**src/hdl/wmec_pkg.sv**
```systemverilog
// Shared constants, types and error-probability table builder for the fragment cost block.
`timescale 1ns / 1ps

package wmec_pkg;

    localparam int ROM_DEPTH    = 94;
    localparam int PHRED_OFFSET = 33;
    localparam int QC_W         = 7;
    localparam int IDX_W        = 7;
    localparam int ACC_W        = 36;
    localparam int TOTAL_W      = 48;
    localparam int WORK_BITS    = 48;
    localparam int ROM_W        = 32;

    localparam logic [63:0] WORK_ONE   = 64'd1 << WORK_BITS;
    localparam logic [63:0] WORK_TENTH = (64'd1 << WORK_BITS) / 64'd10;

    typedef logic [ROM_DEPTH-1:0][ROM_W-1:0] rom_t;
    typedef logic [IDX_W-1:0] idx_t;

    typedef struct packed {
        logic frag_last;
        logic block_last;
    } site_flags_t;

    function automatic logic [63:0] qmul(input logic [63:0] a, input logic [63:0] b);
        logic [127:0] prod;
        prod = {64'd0, a} * {64'd0, b};
        return prod[111:48];
    endfunction

    function automatic logic [63:0] pow_ten(input logic [63:0] x);
        logic [63:0] y;
        y = x;
        for (int i = 1; i < 10; i++) begin
            y = qmul(y, x);
        end
        return y;
    endfunction

    function automatic rom_t build_rom(input int frac_bits);
        rom_t        rom;
        logic [63:0] lo;
        logic [63:0] hi;
        logic [63:0] mid;
        logic [63:0] r;
        logic [63:0] v;
        logic [63:0] e;
        logic [63:0] pmax;
        int          sh;
        rom  = '0;
        lo   = 64'd0;
        hi   = WORK_ONE;
        sh   = WORK_BITS - frac_bits;
        pmax = (64'd1 << frac_bits) - 64'd1;
        while (lo < hi) begin
            mid = lo + ((hi - lo + 64'd1) >> 1);
            if (pow_ten(mid) <= WORK_TENTH) begin
                lo = mid;
            end else begin
                hi = mid - 64'd1;
            end
        end
        r = lo;
        v = WORK_ONE;
        for (int q = 0; q < ROM_DEPTH; q++) begin
            e = (v + (64'd1 << (sh - 1))) >> sh;
            rom[q] = ROM_W'((e > pmax) ? pmax : e);
            v = qmul(v, r);
        end
        return rom;
    endfunction

endpackage

```
**src/hdl/wmec_err_lookup.sv**
```systemverilog
// Quality character clamp and error-probability table lookup with complement.
`timescale 1ns / 1ps

module wmec_err_lookup #(
    parameter int FRAC_BITS = 24
) (
    input  logic [wmec_pkg::QC_W-1:0] quality_char,
    output logic [FRAC_BITS-1:0]      err_prob,
    output logic [FRAC_BITS:0]        err_comp
);
    import wmec_pkg::*;

    localparam rom_t ERR_ROM = build_rom(FRAC_BITS);

    idx_t rom_idx;

    always_comb begin
        if (quality_char < QC_W'(PHRED_OFFSET)) begin
            rom_idx = '0;
        end else if (quality_char > QC_W'(PHRED_OFFSET + ROM_DEPTH - 1)) begin
            rom_idx = IDX_W'(ROM_DEPTH - 1);
        end else begin
            rom_idx = IDX_W'(quality_char - QC_W'(PHRED_OFFSET));
        end
    end

    assign err_prob = ERR_ROM[rom_idx][FRAC_BITS-1:0];
    assign err_comp = {1'b1, {FRAC_BITS{1'b0}}} - {1'b0, err_prob};

endmodule

```
**src/hdl/weighted_mec_fragment_cost.sv**
```systemverilog
// Top level: weighted fragment cost accumulation against haplotype and complement.
// A fragment's last site is registered, then its result is registered for output.
// Throughput: one site per cycle; the site register advances while the result waits.
// A stalled result blocks only a following fragment-last site in the site register.
// Reset (aresetn low, synchronous) empties both stages and clears accumulators and total.
`timescale 1ns / 1ps

module weighted_mec_fragment_cost #(
    parameter int FRAC_BITS = 24
) (
    input  logic                         aclk,
    input  logic                         aresetn,
    input  logic                         s_valid,
    output logic                         s_ready,
    input  logic                         s_hap_allele,
    input  logic                         s_read_allele,
    input  logic [wmec_pkg::QC_W-1:0]    s_quality_char,
    input  logic                         s_frag_last,
    input  logic                         s_block_last,
    output logic                         m_valid,
    input  logic                         m_ready,
    output logic [wmec_pkg::ACC_W-1:0]   m_cost_vs_hap,
    output logic [wmec_pkg::ACC_W-1:0]   m_cost_vs_complement,
    output logic [wmec_pkg::TOTAL_W-1:0] m_block_cost,
    output logic                         m_block_done
);
    import wmec_pkg::*;

    logic [FRAC_BITS-1:0] err_prob;
    logic [FRAC_BITS:0]   err_comp;

    logic                 st_valid_reg;
    site_flags_t          flags_reg;
    logic [FRAC_BITS:0]   add_hap_reg;
    logic [FRAC_BITS:0]   add_comp_reg;

    logic [ACC_W-1:0]     acc_hap_reg;
    logic [ACC_W-1:0]     acc_comp_reg;
    logic [TOTAL_W-1:0]   total_reg;
    logic [ACC_W-1:0]     acc_hap_next;
    logic [ACC_W-1:0]     acc_comp_next;
    logic [TOTAL_W-1:0]   total_next;

    logic                 m_valid_reg;
    logic [ACC_W-1:0]     cost_hap_reg;
    logic [ACC_W-1:0]     cost_comp_reg;
    logic [TOTAL_W-1:0]   block_cost_reg;
    logic                 block_done_reg;

    logic                 s_accept;
    logic                 advance;
    logic                 in_match;
    logic [ACC_W:0]       sum_hap;
    logic [ACC_W:0]       sum_comp;
    logic [ACC_W-1:0]     sat_hap;
    logic [ACC_W-1:0]     sat_comp;
    logic [ACC_W-1:0]     frag_min;
    logic [TOTAL_W:0]     sum_total;
    logic [TOTAL_W-1:0]   sat_total;

    wmec_err_lookup #(
        .FRAC_BITS (FRAC_BITS)
    ) u_err_lookup (
        .quality_char (s_quality_char),
        .err_prob     (err_prob),
        .err_comp     (err_comp)
    );

    assign advance  = st_valid_reg && (!flags_reg.frag_last || !m_valid_reg || m_ready);
    assign s_ready  = !st_valid_reg || advance;
    assign s_accept = s_valid && s_ready;
    assign in_match = (s_hap_allele == s_read_allele);

    always_ff @(posedge aclk) begin
        if (!aresetn) begin
            st_valid_reg <= 1'b0;
        end else if (s_ready) begin
            st_valid_reg <= s_valid;
        end
        if (s_accept) begin
            flags_reg.frag_last  <= s_frag_last;
            flags_reg.block_last <= s_block_last;
            add_hap_reg          <= in_match ? {1'b0, err_prob} : err_comp;
            add_comp_reg         <= in_match ? err_comp : {1'b0, err_prob};
        end
    end

    always_comb begin
        sum_hap   = {1'b0, acc_hap_reg} + (ACC_W+1)'(add_hap_reg);
        sum_comp  = {1'b0, acc_comp_reg} + (ACC_W+1)'(add_comp_reg);
        sat_hap   = sum_hap[ACC_W] ? {ACC_W{1'b1}} : sum_hap[ACC_W-1:0];
        sat_comp  = sum_comp[ACC_W] ? {ACC_W{1'b1}} : sum_comp[ACC_W-1:0];
        frag_min  = (sat_hap < sat_comp) ? sat_hap : sat_comp;
        sum_total = {1'b0, total_reg} + (TOTAL_W+1)'(frag_min);
        sat_total = sum_total[TOTAL_W] ? {TOTAL_W{1'b1}} : sum_total[TOTAL_W-1:0];

        acc_hap_next  = acc_hap_reg;
        acc_comp_next = acc_comp_reg;
        total_next    = total_reg;
        if (advance) begin
            if (flags_reg.frag_last) begin
                acc_hap_next  = '0;
                acc_comp_next = '0;
                total_next    = flags_reg.block_last ? '0 : sat_total;
            end else begin
                acc_hap_next  = sat_hap;
                acc_comp_next = sat_comp;
            end
        end
    end

    always_ff @(posedge aclk) begin
        if (!aresetn) begin
            acc_hap_reg  <= '0;
            acc_comp_reg <= '0;
            total_reg    <= '0;
            m_valid_reg  <= 1'b0;
        end else begin
            acc_hap_reg  <= acc_hap_next;
            acc_comp_reg <= acc_comp_next;
            total_reg    <= total_next;
            if (advance && flags_reg.frag_last) begin
                m_valid_reg <= 1'b1;
            end else if (m_ready) begin
                m_valid_reg <= 1'b0;
            end
        end
        if (advance && flags_reg.frag_last) begin
            cost_hap_reg   <= sat_hap;
            cost_comp_reg  <= sat_comp;
            block_cost_reg <= sat_total;
            block_done_reg <= flags_reg.block_last;
        end
    end

    assign m_valid              = m_valid_reg;
    assign m_cost_vs_hap        = cost_hap_reg;
    assign m_cost_vs_complement = cost_comp_reg;
    assign m_block_cost         = block_cost_reg;
    assign m_block_done         = block_done_reg;

endmodule

```
**config.mk**
```make
export PLATFORM = sky130hd
export DESIGN_NAME = weighted_mec_fragment_cost
export DESIGN_NICKNAME = d
export VERILOG_FILES = /design/src/hdl/wmec_pkg.sv /design/src/hdl/wmec_err_lookup.sv /design/src/hdl/weighted_mec_fragment_cost.sv
export SDC_FILE = /design/constraint.sdc
export NUM_CORES = 1
export LEC_CHECK = 0
export BUFFER_PORTS_ARGS = -buffer_cell sky130_fd_sc_hd__clkbuf_2
export CORE_MARGIN = 4
export CORE_UTILIZATION = 46
export CTS_BUF_LIST = sky130_fd_sc_hd__clkbuf_2 sky130_fd_sc_hd__clkbuf_4 sky130_fd_sc_hd__clkbuf_8
export CTS_CLUSTER_DIAMETER = 50
export CTS_CLUSTER_SIZE = 24
export DETAILED_ROUTE_END_ITERATION = 10
export PLACE_DENSITY = 0.69
export SETUP_SLACK_MARGIN = 0.3
export SKIP_CTS_REPAIR_TIMING = 1
export SLEW_MARGIN = 20
export SYNTH_ARGS = -nofsm -noshare
export SYNTH_HDL_FRONTEND = slang
export SYNTH_SLANG_ARGS = --single-unit
```
**constraint.sdc**
```tcl
create_clock -name aclk -period 10.1 [get_ports aclk]
set_clock_uncertainty 0.1 [all_clocks]
set_input_delay 1.01 -clock aclk [delete_from_list [all_inputs] [get_ports aclk]]
set_output_delay 1.01 -clock aclk [all_outputs]
set_load 0.005 [all_outputs]
```
==> key figures, run 1 <==
Synth
  • Cell Area, Synth: just under 20000 um2
  • Largest cells by area after synthesis: edfxtp_1, dfxtp_1, ha_1
  • Prevailing post-synth register cell: edfxtp_1
  • Synthesized flop and latch total: 294
  • Sequential area share after synthesis: about 39%
  • Top-area cell type share of the netlist area: 26.2%
  • Syn Area/Cell: roughly 9.0 um2
  • Synthesized Nets: approximately 2.3k
  • Synth unique cells: 89
  • Async SR Flop Fraction: 0%
  • Synthesis Warnings: 0
  • Post-synth top area cell: edfxtp_1
  • Mapped Cells: around 2.2k
  • Post-synth EDFFs: about 170

Floorplanning
  • Die X: 215 um
  • Num ports: 138
  • Std cell rows: 75
  • Core footprint: 42100 um2
  • Die area: approximately 46000 um2
  • Initial Utilization: a little under half
  • Die height: approximately 210 um

Min path
  • Worst hold start: acc_hap_reg[21]$_SDFFE_PN0P_
  • Hold Crit Endpoint: acc_hap_reg[21]$_SDFFE_PN0P_
  • Worst min-delay path class: flop to flop
  • Hold depth: 2

Critical path
  • CP top delay family: compound AO/OA/AOI/OAI gates
  • Worst Path Required: ~10 ns
  • CP Class: flop to flop
  • Worst path bufs/invs: 5
  • Reg-to-reg slack, setup: around 0.86 ns
  • Crit path DAT: around 9.5 ns
  • CP endpoint kind: flop
  • Max incr delay on CP: between 0.5 and 0.6 ns
  • Setup crit start kind: flop
  • Worst reg2reg path depth: 34
  • Worst Path Max Fanout: 23
  • Reg-to-reg startpoint: add_comp_reg[10]$_DFFE_PP_
  • FF-to-FF End: m_block_cost[36]$_DFFE_PP_
  • Crit-path slowest cell: a41oi_1

Drt
  • Final wirelength: about 60 mm
  • DRT iter0 DRCs: 1584
  • Via density: between 6 and 7
  • Via Count: 17.6k
  • First-pass DRT Iterations: 5
  • WL/cell: between 20 and 25 um
  • Drt drc: 0
  • Final ANT Viol Nets: 0

Pwr
  • Leak pwr: a little over 9 nW
  • Tot Pwr: 3.69 mW
  • Worst-case vdd ir drop: approximately 0.099 mV
  • Sw Pwr: ~1.4 mW
  • Int Pwr: approximately 2.3 mW
  • Power per cell area: roughly 170 nW/um2
  • Comb pwr share: 36.3%
  • Clk pwr share: roughly a quarter
  • Switching Share: a little under two fifths
  • Sequential share of power: around 39%

GRT
  • Vias in the first global route: about 17k
  • Gr usage total: approximately 25%
  • GRT overflow: 0
  • Initial antenna violation count: 0
  • Largest net degree at the start of global routing: 93
  • First-pass GRT wire length: between 90 and 100 mm

Finish
  • Area of the multi-input gates: roughly 11000 um2
  • Nets: approximately 2.4k
  • Design area: around 22000 um2
  • Share of layout cells above drive strength 1: roughly 14%
  • Util after Layout: approximately half
  • Filler instances: between 3k and 4k
  • Layout area overhead: 10.5%
  • Sequential standard cell area: around 7600 um2
  • Non-Filler Instances: 2850

Timing
  • Fin crit period: 9.24 ns
  • Worst hold slack: between 0.3 and 0.4 ns
  • Final Hold Vio Count: 0
  • Final period util: roughly 92%
  • Setup violators final: 0
  • PnR worst setup slack: roughly 0.86 ns
  • Least-Margin Pin Slew: about 1.2 ns
  • RSZ-0062 raised after global routing: no
  • Worst rel slew slack: between 20% and 30%
  • Max-slew violations: 0
  • Final TNS setup: 0 ns
  • Achievable frequency: between 100 and 150 MHz

Clocking
  • H-Tree Depth: 1
  • Clk Latency, worst-skew pair: 0.66 ns
  • CTS sink count: 294
  • Total CTS buffers: 30
  • CTS tree: built
  • Clk buf depth: 3
  • Clock transition at path regs: approximately 0.10 ns
  • Clk root buf: clkbuf_8

Outcome
  • Outcome: complete, no violations

Place
  • Placed insts: approximately 2.8k
  • Area after DPL: 21000 um2
  • IO buf count: 137
  • Pre-CTS setup slack: around 0.12 ns
  • Post-DP HPWL: roughly 45 mm
  • Placer Congestion: ~0.97

Run
  • Max Cap Violations: 0
-- cell families after synthesis --
| kind of cell | count (synthesis) | share of synthesized area (%) |
|---|---|---|
| simple gates | 723 | 18.3 |
| compound gates | 681 | 22.9 |
| flops | 294 | 38.6 |
| buf+inv | 207 | 4.39 |
| fa+ha+maj | 138 | 8.88 |
| xor+xnor | 110 | 4.93 |
| mux | 36 | 1.97 |
-- worst min-delay path: stages (launching register included) --
cell and delay [ns]:
dfxtp_1 0.32, nand2_1 0.05, a21boi_0 0.06
-- layout by cell type, fill, tap and decap left out, drive strengths merged, types with 16 or more instances in the layout --
cell type | netlist | layout
nor3 | 46 | 46
a21o | 52 | 52
buf | 33 | 47
nand3 | 62 | 62
nor2 | 135 | 135
edfxtp | 172 | 172
clkbuf | 87 | 171
nor2b | 70 | 70
mux2 | 22 | 22
a21oi | 152 | 152
a31oi | 47 | 47
xor2 | 49 | 49
nand2 | 241 | 241
inv | 87 | 97
nand4 | 25 | 25
xnor2 | 61 | 61
o21ai | 142 | 143
a211oi | 27 | 27
and3 | 32 | 32
nand2b | 18 | 18
and2 | 19 | 19
a21boi | 25 | 25
dfxtp | 122 | 122
ha | 135 | 135
o211ai | 16 | 16
a22oi | 56 | 56
-- worst max path at each step --
stage	from	endpoint	slack, ns	cells after the start
CTS	add_hap_reg[0]$_DFFE_PP_	m_block_cost[41]$_DFFE_PP_	0.10	31
global placement	add_hap_reg[0]$_DFFE_PP_	m_block_cost[41]$_DFFE_PP_	0.37	32
finish	add_comp_reg[10]$_DFFE_PP_	m_block_cost[36]$_DFFE_PP_	0.86	34
global route	add_hap_reg[0]$_DFFE_PP_	total_reg[37]$_SDFFE_PN0P_	0.35	37
floorplan	add_hap_reg[0]$_DFFE_PP_	m_block_cost[41]$_DFFE_PP_	1.60	37
detailed placement	add_hap_reg[0]$_DFFE_PP_	m_block_cost[41]$_DFFE_PP_	0.12	31
-- power by group through the flow --
| stage | registers [mW] | clock network, mW | logic (mW) |
|---|---|---|---|
| after global placement | 1.45 | 0 | 1.28 |
| after CTS | 1.43 | 0.945 | 1.31 |
| after global routing | 1.43 | 0.993 | 1.47 |
| after floorplan | 1.44 | 0 | 0.923 |
| final | 1.43 | 0.923 | 1.34 |
| after detailed placement | 1.45 | 0 | 1.30 |
-- cells in the mapped netlist, drive strengths merged, types with 14 or more instances --
cell type	n
a211oi	27
nand4	25
o21ai	142
clkbuf	87
mux2i	14
a31oi	47
ha	135
xor2	49
nor2	135
dfxtp	122
nand3	62
and3	32
a21boi	25
o21a	15
edfxtp	172
o211ai	16
a22oi	56
a21oi	152
and2	19
mux2	22
nor3	46
a21o	52
nand2b	18
or3	15
or2	14
buf	33
inv	87
nor2b	70
nand2	241
xnor2	61
-- layer usage --
layer | routed length [um] | GRT usage (%) | vias to the layer above
li1 | - | - | 8316
met1 | 26400 | 33.8 | 8492
met2 | 28400 | 42.5 | 665
met3 | 3740 | 2.67 | 135
met4 | 1920 | 8.23 | 0
met5 | 0 | 0 | -
-- layout make-up --
class / instances / area share, %
clock inverter: 22 / 1.49
timing repair buffer: 184 / 4.83
antenna: 1 / 0.0115
sequential: 294 / 34.9
tap: 539 / 3.10
multi-input combinational: 1689 / 52.1
clock buffer: 34 / 2.06
inverter: 87 / 1.51
(Power assumes the default switching activity.)
==> inputs of run 2 (changes only) <==
Settings changed: REMOVE_ABC_BUFFERS set to 1.
==> run 2 against run 1 <==
Against the previous run: cell count is essentially flat; critical endpoint is now m_block_cost[41]$_DFFE_PP_; critical path depth grew 2; highest routed layer unchanged; critical path type unchanged; utilization is 0.065 points lower; sequential power hardly changed; worst hold slack about the same; die area unchanged; via count fell by 0.62%; non-clock buffer count grew 3; largest cell class unchanged; worst setup slack got worse by 0.043 ns.
==> key figures, run 2 (same netlist as run 1, synthesis figures left out) <==
Outcome
  • Outcome: complete, no violations

Place
  • Placer Congestion: 0.997
  • Area after DPL: around 21000 um2
  • Placed insts: 2795
  • Pre-CTS setup slack: approximately 0.50 ns
  • Post-DP HPWL: around 46 mm
  • IO buf count: between 100 and 150

Run
  • Max Cap Violations: 0

Finish
  • Non-Filler Instances: around 2.8k
  • Share of layout cells above drive strength 1: between 10% and 20%
  • Design area: 21700 um2
  • Util after Layout: 51.6%
  • Layout area overhead: 10.4%
  • Most frequent cells in the layout: nand2_1, edfxtp_1, a21oi_1
  • Antenna diode count: 0
  • Most common cell after layout, fill and taps aside: nand2_1
  • Nets: 2440

GRT
  • Vias in the first global route: ~16k
  • Initial antenna violation count: 0
  • First-pass GRT wire length: between 90 and 100 mm
  • Gr usage total: between 20% and 30%
  • Largest net degree at the start of global routing: between 60 and 70
  • GRT overflow: 0

Drt
  • DRT iter0 DRCs: roughly 1.8k
  • Via density: around 6
  • Final wirelength: 60.5 mm
  • Via Count: 17.5k
  • Met3 wire len: approximately 4.3 mm
  • Max layer used: met4
  • WL/cell: about 21 um
  • WL met2: ~29 mm
  • M1 wire length: ~26 mm
  • First-pass DRT Iterations: 7
  • Drt drc: 0
  • Final ANT Viol Nets: 0

Pwr
  • Leak pwr: roughly 9.0 nW
  • Power per cell area: around 170 nW/um2
  • Worst-case vdd ir drop: roughly 0.096 mV

Clocking
  • Clk root buf: clkbuf_8
  • Clock transition at path regs: between 0.1 and 0.15 ns
  • Clk buf depth: 3
  • CTS sink count: slightly below 300
  • CTS tree: built
  • Clk Latency, worst-skew pair: ~0.64 ns
  • H-Tree Depth: 1
  • Total CTS buffers: 29

Floorplanning
  • Initial Utilization: a little under half
  • Die area: 46200 um2
  • Die X: between 200 and 250 um
  • Die height: between 200 and 250 um
  • Core footprint: 42100 um2
  • Std cell rows: 75
  • Num ports: approximately 140

Critical path
  • Max incr delay on CP: about 0.45 ns
  • Crit path DAT: around 9.6 ns
  • Crit-path slowest cell: fa_1
  • CP top delay family: compound AO/OA/AOI/OAI gates
  • CP endpoint kind: flop
  • Worst Path Required: about 10 ns
  • Worst path bufs/invs: 5
  • Setup crit start kind: flop
  • Most Frequent Cell on Critical Path: nand2_1
  • CP Class: flop to flop
  • Worst Path Max Fanout: 38

Timing
  • Least-Margin Pin Slew: just over 1 ns
  • Final TNS setup: 0 ns
  • RSZ-0062 raised after global routing: no
  • Max-slew violations: 0
  • Fin crit period: 9.29 ns
  • Final period util: approximately nine tenths
  • Worst rel slew slack: 30.7%
  • Achievable frequency: 108 MHz
  • PnR worst setup slack: about 0.81 ns
  • Final Hold Vio Count: 0
  • Setup violators final: 0

Min path
  • Worst min-delay path class: flop to flop
run 2: path summary, 6_finish.rpt:
path                         startpoint                    endpoint  slack [ns]  depth (start not counted)
max            add_hap_reg[0]$_DFFE_PP_  m_block_cost[41]$_DFFE_PP_        0.81                         36
min          total_reg[30]$_SDFFE_PN0P_  total_reg[30]$_SDFFE_PN0P_        0.37                          2
max reg2reg    add_hap_reg[0]$_DFFE_PP_  m_block_cost[41]$_DFFE_PP_        0.81                         36
min reg2reg  total_reg[30]$_SDFFE_PN0P_  total_reg[30]$_SDFFE_PN0P_        0.37                          2
run 2: cell type report:
type                    count  area, um2
inverters                  87        329
clock buffers              31        414
clock inverters            23        312
well taps                 539        674
fillers                  3877      20400
repair buffers            187       1070
flip-flops and latches    294       7610
multi-input cells        1688      11300
run 2: power by group:
| part | internal [mW] | switching, mW |
|---|---|---|
| sequential | 1.39 | 0.0383 |
| combinational | 0.487 | 0.824 |
| clock | 0.392 | 0.499 |
| total | 2.27 | 1.36 |
run 2: tightest hold or removal path, delay by kind of cell, from the launching register on:
kind | cells | cell delay, ns
simple gates | 1 | 0.05
flops | 1 | 0.32
compound gates | 1 | 0.06
run 2: per-stage QoR:
stage	total power [mW]	hold WS (ns)
6_report	3.63	0.374
5_1_grt	3.84	0.393
4_1_cts	3.63	0.375
3_5_place_dp	2.74	0.360
3_3_place_gp	2.72	0.354
2_1_floorplan	2.34	0.345
run 2: metal layers:
metal,vias up,track usage (%)
met5,-,0
met4,0,7.54
li1,8321,-
met2,730,42.4
met1,8331,33.2
met3,117,2.75
